## config.mk

```make
export PLATFORM = sky130hd
export DESIGN_NAME = htpd_div_cell
export DESIGN_NICKNAME = d
export VERILOG_FILES = /design/src/hw/rtl/htpd_pkg.sv /design/src/hw/rtl/htpd_div_cell.sv
export SDC_FILE = /design/constraint.sdc
export NUM_CORES = 1
export LEC_CHECK = 0
export BUFFER_PORTS_ARGS = -buffer_cell sky130_fd_sc_hd__buf_2
export CORE_AREA = 2 2 418 420
export CTS_BUF_LIST = sky130_fd_sc_hd__clkbuf_8
export DETAILED_ROUTE_END_ITERATION = 16
export DIE_AREA = 0 0 420 422
export GPL_TIMING_DRIVEN = 0
export PLACE_DENSITY = 0.41
export SETUP_SLACK_MARGIN = 0.4
export SYNTH_ARGS = -nofsm -noshare
export SYNTH_HDL_FRONTEND = slang
export SYNTH_SLANG_ARGS = --single-unit
```

## constraint.sdc

```tcl
create_clock -name clk_i -period 25.4 [get_ports clk_i]
set_input_delay 2.54 -clock clk_i [delete_from_list [all_inputs] [get_ports clk_i]]
set_output_delay 2.54 -clock clk_i [all_outputs]
set_load 0.02 [all_outputs]
```

## src/hw/rtl/htpd_pkg.sv

```systemverilog
// shared constants and register index codes for the homogeneous transform block
package htpd_pkg;

  localparam int VALUE_FRAC = 16;
  localparam int LANE_W     = 16;
  localparam int NUM_IN     = 4;
  localparam int NUM_OUT    = 3;
  localparam int CFG_DATA_W = 64;
  localparam int CFG_IDX_W  = 3;

  typedef enum logic [CFG_IDX_W-1:0] {
    REG_COLUMN_X,
    REG_COLUMN_Y,
    REG_COLUMN_Z,
    REG_COLUMN_W,
    REG_DIVIDE_ENABLE,
    REG_NEAR_ZERO_LIMIT
  } cfg_reg_e;

endpackage

```

## src/hw/rtl/htpd_div_cell.sv

```systemverilog
// one restoring-division step for the three components, with its own valid stage
module htpd_div_cell #(
  parameter int VALUE_WIDTH = 32
) (
  input  logic                                               clk_i,
  input  logic                                               rst_ni,
  input  logic                                               valid_i,
  output logic                                               ready_o,
  output logic                                               valid_o,
  input  logic                                               ready_i,
  input  logic                                               div_i,
  output logic                                               div_o,
  input  logic                                               wneg_i,
  output logic                                               wneg_o,
  input  logic [VALUE_WIDTH+5:0]                             dvsr_i,
  output logic [VALUE_WIDTH+5:0]                             dvsr_o,
  input  logic [2:0][VALUE_WIDTH+5+htpd_pkg::VALUE_FRAC:0]   num_i,
  output logic [2:0][VALUE_WIDTH+5+htpd_pkg::VALUE_FRAC:0]   num_o,
  input  logic [2:0][VALUE_WIDTH+5:0]                        rem_i,
  output logic [2:0][VALUE_WIDTH+5:0]                        rem_o,
  input  logic [2:0][VALUE_WIDTH:0]                          quo_i,
  output logic [2:0][VALUE_WIDTH:0]                          quo_o,
  input  logic [2:0]                                         ovf_i,
  output logic [2:0]                                         ovf_o,
  input  logic [2:0][VALUE_WIDTH+5:0]                        t_i,
  output logic [2:0][VALUE_WIDTH+5:0]                        t_o
);
  import htpd_pkg::*;

  localparam int TW = VALUE_WIDTH + 6;
  localparam int NW = TW + VALUE_FRAC;
  localparam int QW = VALUE_WIDTH + 1;

  logic                        valid_q;
  logic                        div_q, wneg_q;
  logic [TW-1:0]               dvsr_q;
  logic [2:0][NW-1:0]          num_d, num_q;
  logic [2:0][TW-1:0]          rem_d, rem_q;
  logic [2:0][QW-1:0]          quo_d, quo_q;
  logic [2:0]                  ovf_d, ovf_q;
  logic [2:0][TW-1:0]          t_q;
  logic [TW:0]                 r2;
  logic                        ge;

  assign ready_o = !valid_q || ready_i;

  always_comb begin
    r2 = '0;
    ge = 1'b0;
    for (int l = 0; l < NUM_OUT; l++) begin
      r2       = {rem_i[l], num_i[l][NW-1]};
      ge       = r2 >= {1'b0, dvsr_i};
      rem_d[l] = ge ? TW'(r2 - {1'b0, dvsr_i}) : r2[TW-1:0];
      num_d[l] = {num_i[l][NW-2:0], 1'b0};
      quo_d[l] = {quo_i[l][QW-2:0], ge};
      // a set bit shifted out of the quotient means it is out of range
      ovf_d[l] = ovf_i[l] | quo_i[l][QW-1];
    end
  end

  always_ff @(posedge clk_i or negedge rst_ni) begin
    if (!rst_ni) begin
      valid_q <= 1'b0;
    end else if (ready_o) begin
      valid_q <= valid_i;
    end
  end

  always_ff @(posedge clk_i) begin
    if (ready_o) begin
      div_q  <= div_i;
      wneg_q <= wneg_i;
      dvsr_q <= dvsr_i;
      num_q  <= num_d;
      rem_q  <= rem_d;
      quo_q  <= quo_d;
      ovf_q  <= ovf_d;
      t_q    <= t_i;
    end
  end

  assign valid_o = valid_q;
  assign div_o   = div_q;
  assign wneg_o  = wneg_q;
  assign dvsr_o  = dvsr_q;
  assign num_o   = num_q;
  assign rem_o   = rem_q;
  assign quo_o   = quo_q;
  assign ovf_o   = ovf_q;
  assign t_o     = t_q;

endmodule

```

---- Word level (Yosys, flattened, before mapping) ----
Index checks and enable logic that the tools add are counted.
word-level totals
  word-level logic and storage cells ...... 31
  input bits .............................. 536
  register bits after elaboration ......... 530
  output and inout port bits .............. 534
operators by class
  mux-type cells .......................... 3
  reduce and logical (&&, ||, !) cells .... 2
  add/subtract/negate cells ............... 3
  magnitude comparators ................... 3
  bitwise operators ....................... 3
operators by type and width
  operator            number
  $ge A39 B38 Y1      3
  $mux W38            3
  $sub A38 B38 Y38    3
  $or A1 B1 Y1        3
  $logic_not A1 Y1    1
  $logic_or A1 B1 Y1  1

---- Depth between registers and ports, before layout ----
Gate-level depths: netlist of the first run.
  depth after elaboration ................. 2
  mapped depth ............................ 14
  gate-level depth less buffers ........... 13

---- Worst setup path after synthesis of the first run ----
OpenSTA, ideal clock, no wires.
  path kind ............................... in2out
  start point ............................. input port ready_i
  end point ............................... output port ready_o
  path slack .............................. 7.562 ns
  arrival ................................. 15.298 ns
  buffers on the path ..................... 0
  required time ........................... 22.860 ns
  cell stages on the path ................. 1
  cells stage by stage .................... nand2b_1
on the way
  cells in the longest elaborated chain, start to end .. 1
ends and longest elaborated chain
  what                line                 source
  from (decl)         htpd_div_cell.sv:10  input logic ready_i,
  $logic_or A1 B1 Y1  htpd_div_cell.sv:45  assign ready_o = !valid_q || ready_i;
  to (decl)           htpd_div_cell.sv:8   output logic ready_o,
No other way between the ends.

==> metrics.sh, run 1 <==
STATUS='finished clean'
SYN_INST=1734
LAYOUT.NETS=3572
DRV_CAP=0
CP_DATA_REQUIRED_TIME_NS=25.99
POST_CTS_RESIZE_COUNT=0
FIRST_GLOBAL_VIAS=19839
CTSHTREEMAXLEVEL=3
GRT_PASS1_WL_MM=174
TOP_LAYER='met5'
SYNTH.YOSYS.WARNINGS=0
MOSTFREQUENTLAYOUTCELL='buf_2'
YS_FF_LATCH=530
SWITCHINGPOWER_W=0.000832
WORSTSETUPENDPOINTTYPE='flip-flop'
PORTBUFFERS=1066
CP_DATA_ARRIVAL_TIME_NS=7.52
FMAXACHIEVABLE_MHz=144
ROUTE.LAYER.MET1.WL_MM=46.1
HEIGHT_OF_THE_DIE_UM=422
GRT_UTIL_ALL_LAYERS=0.146
RELSLEWSLACK=0.262
TOTALNEGATIVESETUPSLACK_NS=0
WORST_PIN_SLEW_NS=1.11
HOLD_BUFFER_COUNT_AT_CTS=0
FINAL_PERIOD_MINUS_WORST_SETUP_SLACK_NS=6.93
DRT_ITER0_MARKERS=1518
P_CLK_FRAC=0.363
AVGSYNTHCELLAREA_UM2=13.8
LAYOUT.FILLER_CELLS=18984
CP_NUM_BUF_INV=5
HOLD_PATH_DEPTH=1
PLACED_CELLS_INCL_TAPS=5137
GR_OVERFLOW_TOTAL=0
DRT_PASS1_ITERATIONS=5
SYNTHTOLAYOUTAREAGROWTH_PCT=45.1
P_INT_W=0.00175
DESIGN.CORE.AREA_MM2=0.173
CLK_PIN_SLEW_WORST_PATHS_NS=0.06
SLOWEST_STAGE_DELAY_CP_NS=0.86
CTS.SINKS=530
START_UTIL=0.138
COMBPWRFRAC=0.214
CTS-BUFFERS-INSERTED=105
LAYOUT.CELLS.MOST_COMMON_LIST='buf_2 (1078), edfxtp_1 (529), a21oi_1 (155)'
REGISTER_CELL_AREA_AFTER_LAYOUT_MM2=0.0159
POWER.TOTAL_W=0.00258
NUM_IO_PINS=1070
CTS_TREE='built'
NUMBER_OF_ENABLE_FLIP_FLOP_CELLS_AFTER_SYNTHESIS=529
MOST_COMMON_FLOP_CELL_MAPPED_BY_YOSYS='edfxtp_1'
SYNTH_SEQUENTIAL_AREA_RATIO=0.667
CLK-INSERTION-DELAY-LATE_NS=0.85
CLK_PATH_BUF_DEPTH=3
CTS_ROOT_BUFFER='clkbuf_8'
WORST_HOLD_SLACK_NS=1.37
ROUTE.MET3.WL_MM=10.2
HOLDCRITPATHCLASS='flip-flop to flip-flop'
DIEWIDTH_UM=420
DRTANTENNAVIOLNETS=0
MAPPEDNETLISTAREA_MM2=0.0239
GRT_START_MAX_NET_PINS=69
GP_ROUTABILITY_CONGESTION=1.03
MET2_WIRE_LENGTH_MM=73.2
NETLIST-CELL-TYPE-COUNT=72
WORST_SETUP_PATH_START_KIND='input pin'
POWER.SHARE.SWITCHING=0.323
CPMAXSTAGEDELAYCELL='clkbuf_1'
FINAL_MIN_PERIOD_OVER_CLOCK_PERIOD=0.273
ROUTE.DETAILED.WL_PER_INST_UM=25.4
DIE_AREA_MM2=0.177
DRC_ERRORS=0
LAYOUT.CELLS.NON_FILLER=5361
LAYOUT-DRIVE-GT1-SHARE=0.432
GRT_ANTENNA_BEFORE_REPAIR=106
NUM_VIAS=20148
POWER_PER_CELL_AREA_mW_PER_MM2=74.5
WIRELENGTH_MM=136
P_LEAK_nW=14.5
FINALHOLDVIOLATIONS=0
TIMING.FINAL.SETUP_VIOLATIONS=0
IR_WORST_VDD_V=0.0000347
FINAL.SETUP_SKEW_NS=0.0410
CRITICAL_PATH_CLASS='input pin to flip-flop'
CTS_SETUP_BUFFERS=0
HALF_PERIMETER_WIRE_LENGTH_AFTER_DETAILED_PLACEMENT_MM=115
CRIT_PATH_CELL_TRACE='buf_2, inv_1, ha_1, buf_2, nand4_1, or4_1, nor4_2, nand4_1, o211ai_1, a21oi_2, inv_2, clkbuf_1, nor2_1, a21oi_1'
RSZ_0062_RAISED_AFTER_GLOBAL_ROUTING='no'
AREA_OF_COMBINATIONAL_CELLS_WITH_MULTIPLE_INPUTS_MM2=0.00740
CRITICAL_PATH_PEAK_FANOUT=10
FLOORPLAN.ROWS=153
PATH_DELAY_FAMILY='simple AND/OR/NAND/NOR gates'
YS_ASYNC_SR_FRACTION=0.00189
POWER_FRAC_SEQ=0.423
R2R_CELLS=5
PATH_DEPTH=14
VIAS_PER_CELL=3.76
SLEW_VIOLATIONS=0
## routing by layer
| layer | vias to the layer above | GRT usage |
|---|---|---|
| met3 | 293 | 0.0373 |
| li1 | 9023 | - |
| met2 | 994 | 0.277 |
| met4 | 16 | 0.0708 |
| met5 | - | 0 |
| met1 | 9822 | 0.147 |
## Yosys cell counts, drive strengths merged, types with 4 or more instances
master   count  area share
a31o         4      0.0015
buf         21      0.0060
a21oi      156       0.033
nand2b      15      0.0039
and3         9      0.0024
a211o        5      0.0018
ha         114       0.060
edfxtp     529        0.67
and2         6      0.0016
clkbuf      42      0.0066
a221oi       4      0.0020
o21a        13      0.0041
xnor2       60       0.022
o21ai      101       0.022
a41oi        7      0.0029
a2111oi      4      0.0015
o211ai      14      0.0044
nand4       24      0.0063
or2          6      0.0016
inv         71       0.011
nor2        94       0.015
o21bai      22      0.0071
o31ai       12      0.0046
a31oi       10      0.0026
mux2        47       0.023
nor3        11      0.0023
nor2b       13      0.0034
nand2      136       0.021
xor2        36       0.013
or4          6      0.0019
a211oi       9      0.0028
nand3       26      0.0055
a21boi       4      0.0013
a21o        61       0.019
nor4         4      0.0010
## registers in the layout, indices dropped and copies added, names as in the netlist
register and count:
num_o 159, quo_o 99, dvsr_o 38, div_o 1
valid_o 1, ovf_o 3, wneg_o 1, t_o 114
rem_o 114
## metrics by stage
stage                     instance area (um^2)  setup slack [ns]  utilization
final                                    34600             18.47        0.200
after global placement                   32100             -1.81        0.186
after CTS                                34500             18.32        0.200
after detailed placement                 32400             17.39        0.187
after global routing                     34500             18.39        0.200
after floorplan                          23900              7.56            -
## cells by family after synthesis
logic type,count (synthesis),synth area share
multiplexers,50,0.0241
AO/OA/AOI/OAI,446,0.118
other,1,0.000157
XOR/XNOR,96,0.0353
adder cells (fa/ha/maj),117,0.0623
buffers and inverters,134,0.0238
AND/OR/NAND/NOR,360,0.0695
flip-flops,530,0.667
## area by class of cell
type	instances	share of cell area
timing repair buffer	1076	0.162
antenna	36	0.00260
buffer	63	0.00868
sequential	530	0.460
multi-input combinational	1072	0.214
tap	2325	0.0841
clock inverter	83	0.0200
inverter	71	0.00770
clock buffer	105	0.0418
## final timing paths
| check | start | to | slack, ns |
|---|---|---|---|
| worst max-delay path | dvsr_i[30] | rem_o[72] | 18.47 |
| worst min-delay path | valid_o | num_o[67] | 1.37 |
| worst max register to register | valid_o | rem_o[88] | 22.41 |
| worst min register to register | valid_o | num_o[67] | 1.37 |
| max in group asynchronous | rst_ni | valid_o | 23.78 |
| min in group asynchronous | rst_ni | valid_o | 1.51 |
## power groups by stage
stage	sequential, W	clock (W)	combinational (W)
2_1_floorplan	0.00125	0	0.000194
3_3_place_gp	0.00116	0	0.000556
3_5_place_dp	0.00111	0	0.000559
4_1_cts	0.00109	0.000987	0.000562
5_1_grt	0.00110	0.00101	0.000589
6_report	0.00109	0.000937	0.000551
## worst register-to-register path: cells and delay by family, from the launching register on
family | cells | cell delay (ns)
flops | 1 | 0.57
simple gates | 1 | 0.55
buf+inv | 4 | 1.44
No activity file was read; power rests on OpenSTA's default activity.
==> run 2: changes to the inputs <==
Settings changed: ABC_AREA set to 1, CORE_AREA 2 2 418 420 to 2 2 414 416, DIE_AREA 0 0 420 422 to 0 0 416 418, PLACE_DENSITY 0.41 to 0.44.
Clock period 25.4 ns to 6.2 ns, I/O delays scaled along.
==> metrics.sh, run 2 <==
GP_ROUTABILITY_CONGESTION=0.970  # -6.3%
VIAS_PER_CELL=3.99  # +6.2%
CP_DATA_ARRIVAL_TIME_NS=3.05  # -4.47 ns
CTSHTREEMAXLEVEL=3  # unchanged
REGTOREGENDPOINT='dvsr_o[26]'
GRT_UTIL_ALL_LAYERS=0.187  # +0.0404
DRTANTENNAVIOLNETS=0  # unchanged
FLIP_FLOP_COUNT_OF_THE_LARGEST_REGISTER_ALL_COPIES_AND_WORDS_ADDED=159  # unchanged
TIMING.HOLD.WORST_ENDPOINT='rem_o[85]'
FMAXACHIEVABLE_MHz=272
GRT_START_MAX_NET_PINS=118  # +71%
CLK-INSERTION-DELAY-LATE_NS=0.86  # about the same
IR_WORST_VDD_V=0.000129  # +270%
STATUS='finished clean'
CTS-BUFFERS-INSERTED=101  # -3.8%
RR_STARTPOINT='valid_o'
DRT_PASS1_ITERATIONS=6  # +1
DRV_CAP=0  # unchanged
DESIGN.CORE.AREA_MM2=0.169  # -2.2%
CTS_ROOT_BUFFER='clkbuf_8'
TIMING.FINAL.SETUP_VIOLATIONS=0  # unchanged
ROUTE.DETAILED.WL_PER_INST_UM=25.3  # -0.30%
DIE_AREA_MM2=0.174  # -1.9%
DRT_ITER0_MARKERS=2082  # +37%
SYNTHTOLAYOUTAREAGROWTH_PCT=54.2
AVGSYNTHCELLAREA_UM2=9.59  # -30%
HOLD_BUFFER_COUNT_AT_CTS=413  # +413
POST_CTS_RESIZE_COUNT=0  # unchanged
WORSTSETUPENDPOINTTYPE='primary output'
MOST_COMMON_FLOP_CELL_MAPPED_BY_YOSYS='edfxtp_1'
YOSYS.AREA.TOP_TYPE_SHARE=0.595  # -0.0713
CP_DATA_REQUIRED_TIME_NS=5.58  # -20.41 ns
SYNTH.LARGEST_AREA_CELL='edfxtp_1'
NUM_IO_PINS=1070  # unchanged
REGTOREGSETUPSLACK_NS=3.31  # -19.10 ns
CTS.SINKS=530  # unchanged
POSTLAYOUTCELLAREA_MM2=0.0412  # +19%
SYNTH_SEQUENTIAL_AREA_RATIO=0.596  # -0.0714
NETLIST_TOP_CELLS_COUNT='nand2_1 (944), edfxtp_1 (529), inv_1 (419)'
PRE_CTS_SLACK_NS=2.53  # -14.86 ns
YOSYSMOSTFREQUENTCELL='nand2_1'
NUM_VIAS=26740  # +33%
GRT_ANTENNA_BEFORE_REPAIR=83  # -22%
POWER_PER_CELL_AREA_mW_PER_MM2=262  # +250%
RSZ_0062_RAISED_AFTER_GLOBAL_ROUTING='no'
YS_FF_LATCH=530  # unchanged
FLOORPLAN.ROWS=151  # -1.3%
GR_OVERFLOW_TOTAL=0  # unchanged
FINAL_PERIOD_MINUS_WORST_SETUP_SLACK_NS=3.67
CTS_SETUP_BUFFERS=0  # unchanged
TIMING.HOLD.WORST.START='rem_i[84]'
START_UTIL=0.158  # +0.0200
WIRELENGTH_MM=169  # +25%
CLK_PATH_BUF_DEPTH=3  # unchanged
CLK_PIN_SLEW_WORST_PATHS_NS=0.07  # about the same
HOLDCRITPATHCLASS='input pin to flip-flop'
HOLD_PATH_DEPTH=3  # +2
CTS_TREE='built'
P_LEAK_nW=19.5  # +34%
PORTBUFFERS=1066  # unchanged
MOSTFREQUENTLAYOUTCELL='buf_2'
GRT_PASS1_WL_MM=220  # +26%
WORST_SETUP_PATH_START_KIND='flip-flop'
YS_ASYNC_SR_FRACTION=0.00189  # unchanged
NETLIST-CELL-TYPE-COUNT=36  # -50%
RELSLEWSLACK=0.466  # +0.204
LAYOUT.NETS=5028  # +41%
SLEW_VIOLATIONS=0  # unchanged
HEIGHT_OF_THE_DIE_UM=418  # -0.95%
SYN_INST=2786  # +61%
CRITICAL_PATH_PEAK_FANOUT=97  # +87
FINAL.SETUP_SKEW_NS=0.0781  # +0.0370 ns
SYNTH.YOSYS.WARNINGS=0  # unchanged
LAYOUT.CELLS.MOST_COMMON_LIST='buf_2 (1073), nand2_1 (943), edfxtp_1 (529)'
DRC_ERRORS=0  # unchanged
SETUP_SLACK_NS=2.53  # -15.95 ns
MAPPEDNETLISTAREA_MM2=0.0267  # +12%
FINALHOLDVIOLATIONS=0  # unchanged
CRITICAL_PATH_CLASS='flip-flop to primary output'
R2R_CELLS=4  # -1
FIRST_GLOBAL_VIAS=25895  # +31%
DIEWIDTH_UM=416  # -0.95%
LAYOUT-DRIVE-GT1-SHARE=0.288  # -0.143
FINAL_MIN_PERIOD_OVER_CLOCK_PERIOD=0.592
WORST_PIN_SLEW_NS=0.801  # -0.307 ns
DPL-INSTANCE-AREA_MM2=0.0350  # +8.0%
HALF_PERIMETER_WIRE_LENGTH_AFTER_DETAILED_PLACEMENT_MM=142  # +24%
POST_SYNTH_MAIN_AREA_CONTRIBUTORS='edfxtp_1 (59%), nand2_1 (13%), inv_1 (5.9%)'
NUMBER_OF_ENABLE_FLIP_FLOP_CELLS_AFTER_SYNTHESIS=529  # unchanged
-- run 2: kinds of logic after synthesis --
kind of cell | after synthesis | synth area share
compound gates | 112 | 0.0235
xor+xnor | 60 | 0.0197
fa+ha+maj | 117 | 0.0557
buf+inv | 456 | 0.0696
flops | 530 | 0.596
other cells | 1 | 0.000140
simple gates | 1510 | 0.236
-- run 2: how the worst max path moves through the flow --
stage,from,end,cells after the start
finish,valid_o,ready_o,4
CTS,valid_o,ready_o,4
global route,valid_o,ready_o,4
global placement,ready_i,ready_o,4
floorplan,ready_i,ready_o,2
detailed placement,dvsr_i[26],rem_o[109],13
-- run 2: metal layers --
layer / global-route usage / wire length (um)
met5: 0 / 57
met4: 0.0916 / 9140
met3: 0.0376 / 10200
met2: 0.354 / 90200
met1: 0.195 / 59900
-- run 2: metrics by stage --
stage / hold slack [ns] / total power [W] / TNS, ns / instances / util
2_1_floorplan: 0.324 / 0.00587 / 0 / 2788 / -
3_3_place_gp: 0.449 / 0.00709 / -362.04 / 6072 / 0.206
3_5_place_dp: 0.450 / 0.00705 / 0 / 6077 / 0.207
4_1_cts: 0.000160 / 0.0110 / 0 / 6676 / 0.243
5_1_grt: 0.0600 / 0.0113 / 0 / 6688 / 0.243
6_report: 0.108 / 0.0108 / 0 / 6700 / 0.244
-- run 2: layout make-up --
cell class | count | area, um^2
Fill cell | 18494 | 128000
Clock buffer | 101 | 1390
Antenna cell | 24 | 60.1
Buffer | 33 | 272
Tap cell | 2218 | 2780
Clock inverter | 85 | 617
Inverter | 423 | 1590
Timing Repair Buffer | 1484 | 9610
Sequential cell | 530 | 15900
Multi-Input combinational cell | 1802 | 8960
-- run 2: where the power goes --
group | leakage [nW] | switching, W | internal (W)
combinational | 13.1 | 0.00186 | 0.000879
clock | 1.08 | 0.00181 | 0.00177
sequential | 5.34 | 0.000114 | 0.00436
total | 19.5 | 0.00378 | 0.00701
-- run 2: worst max-delay path, cell delays in order (launching register included) --
cell and delay, ns:
dfrtp_1 0.53, nand2_8 0.38, buf_16 0.41, buf_16 0.41
buf_2 0.29
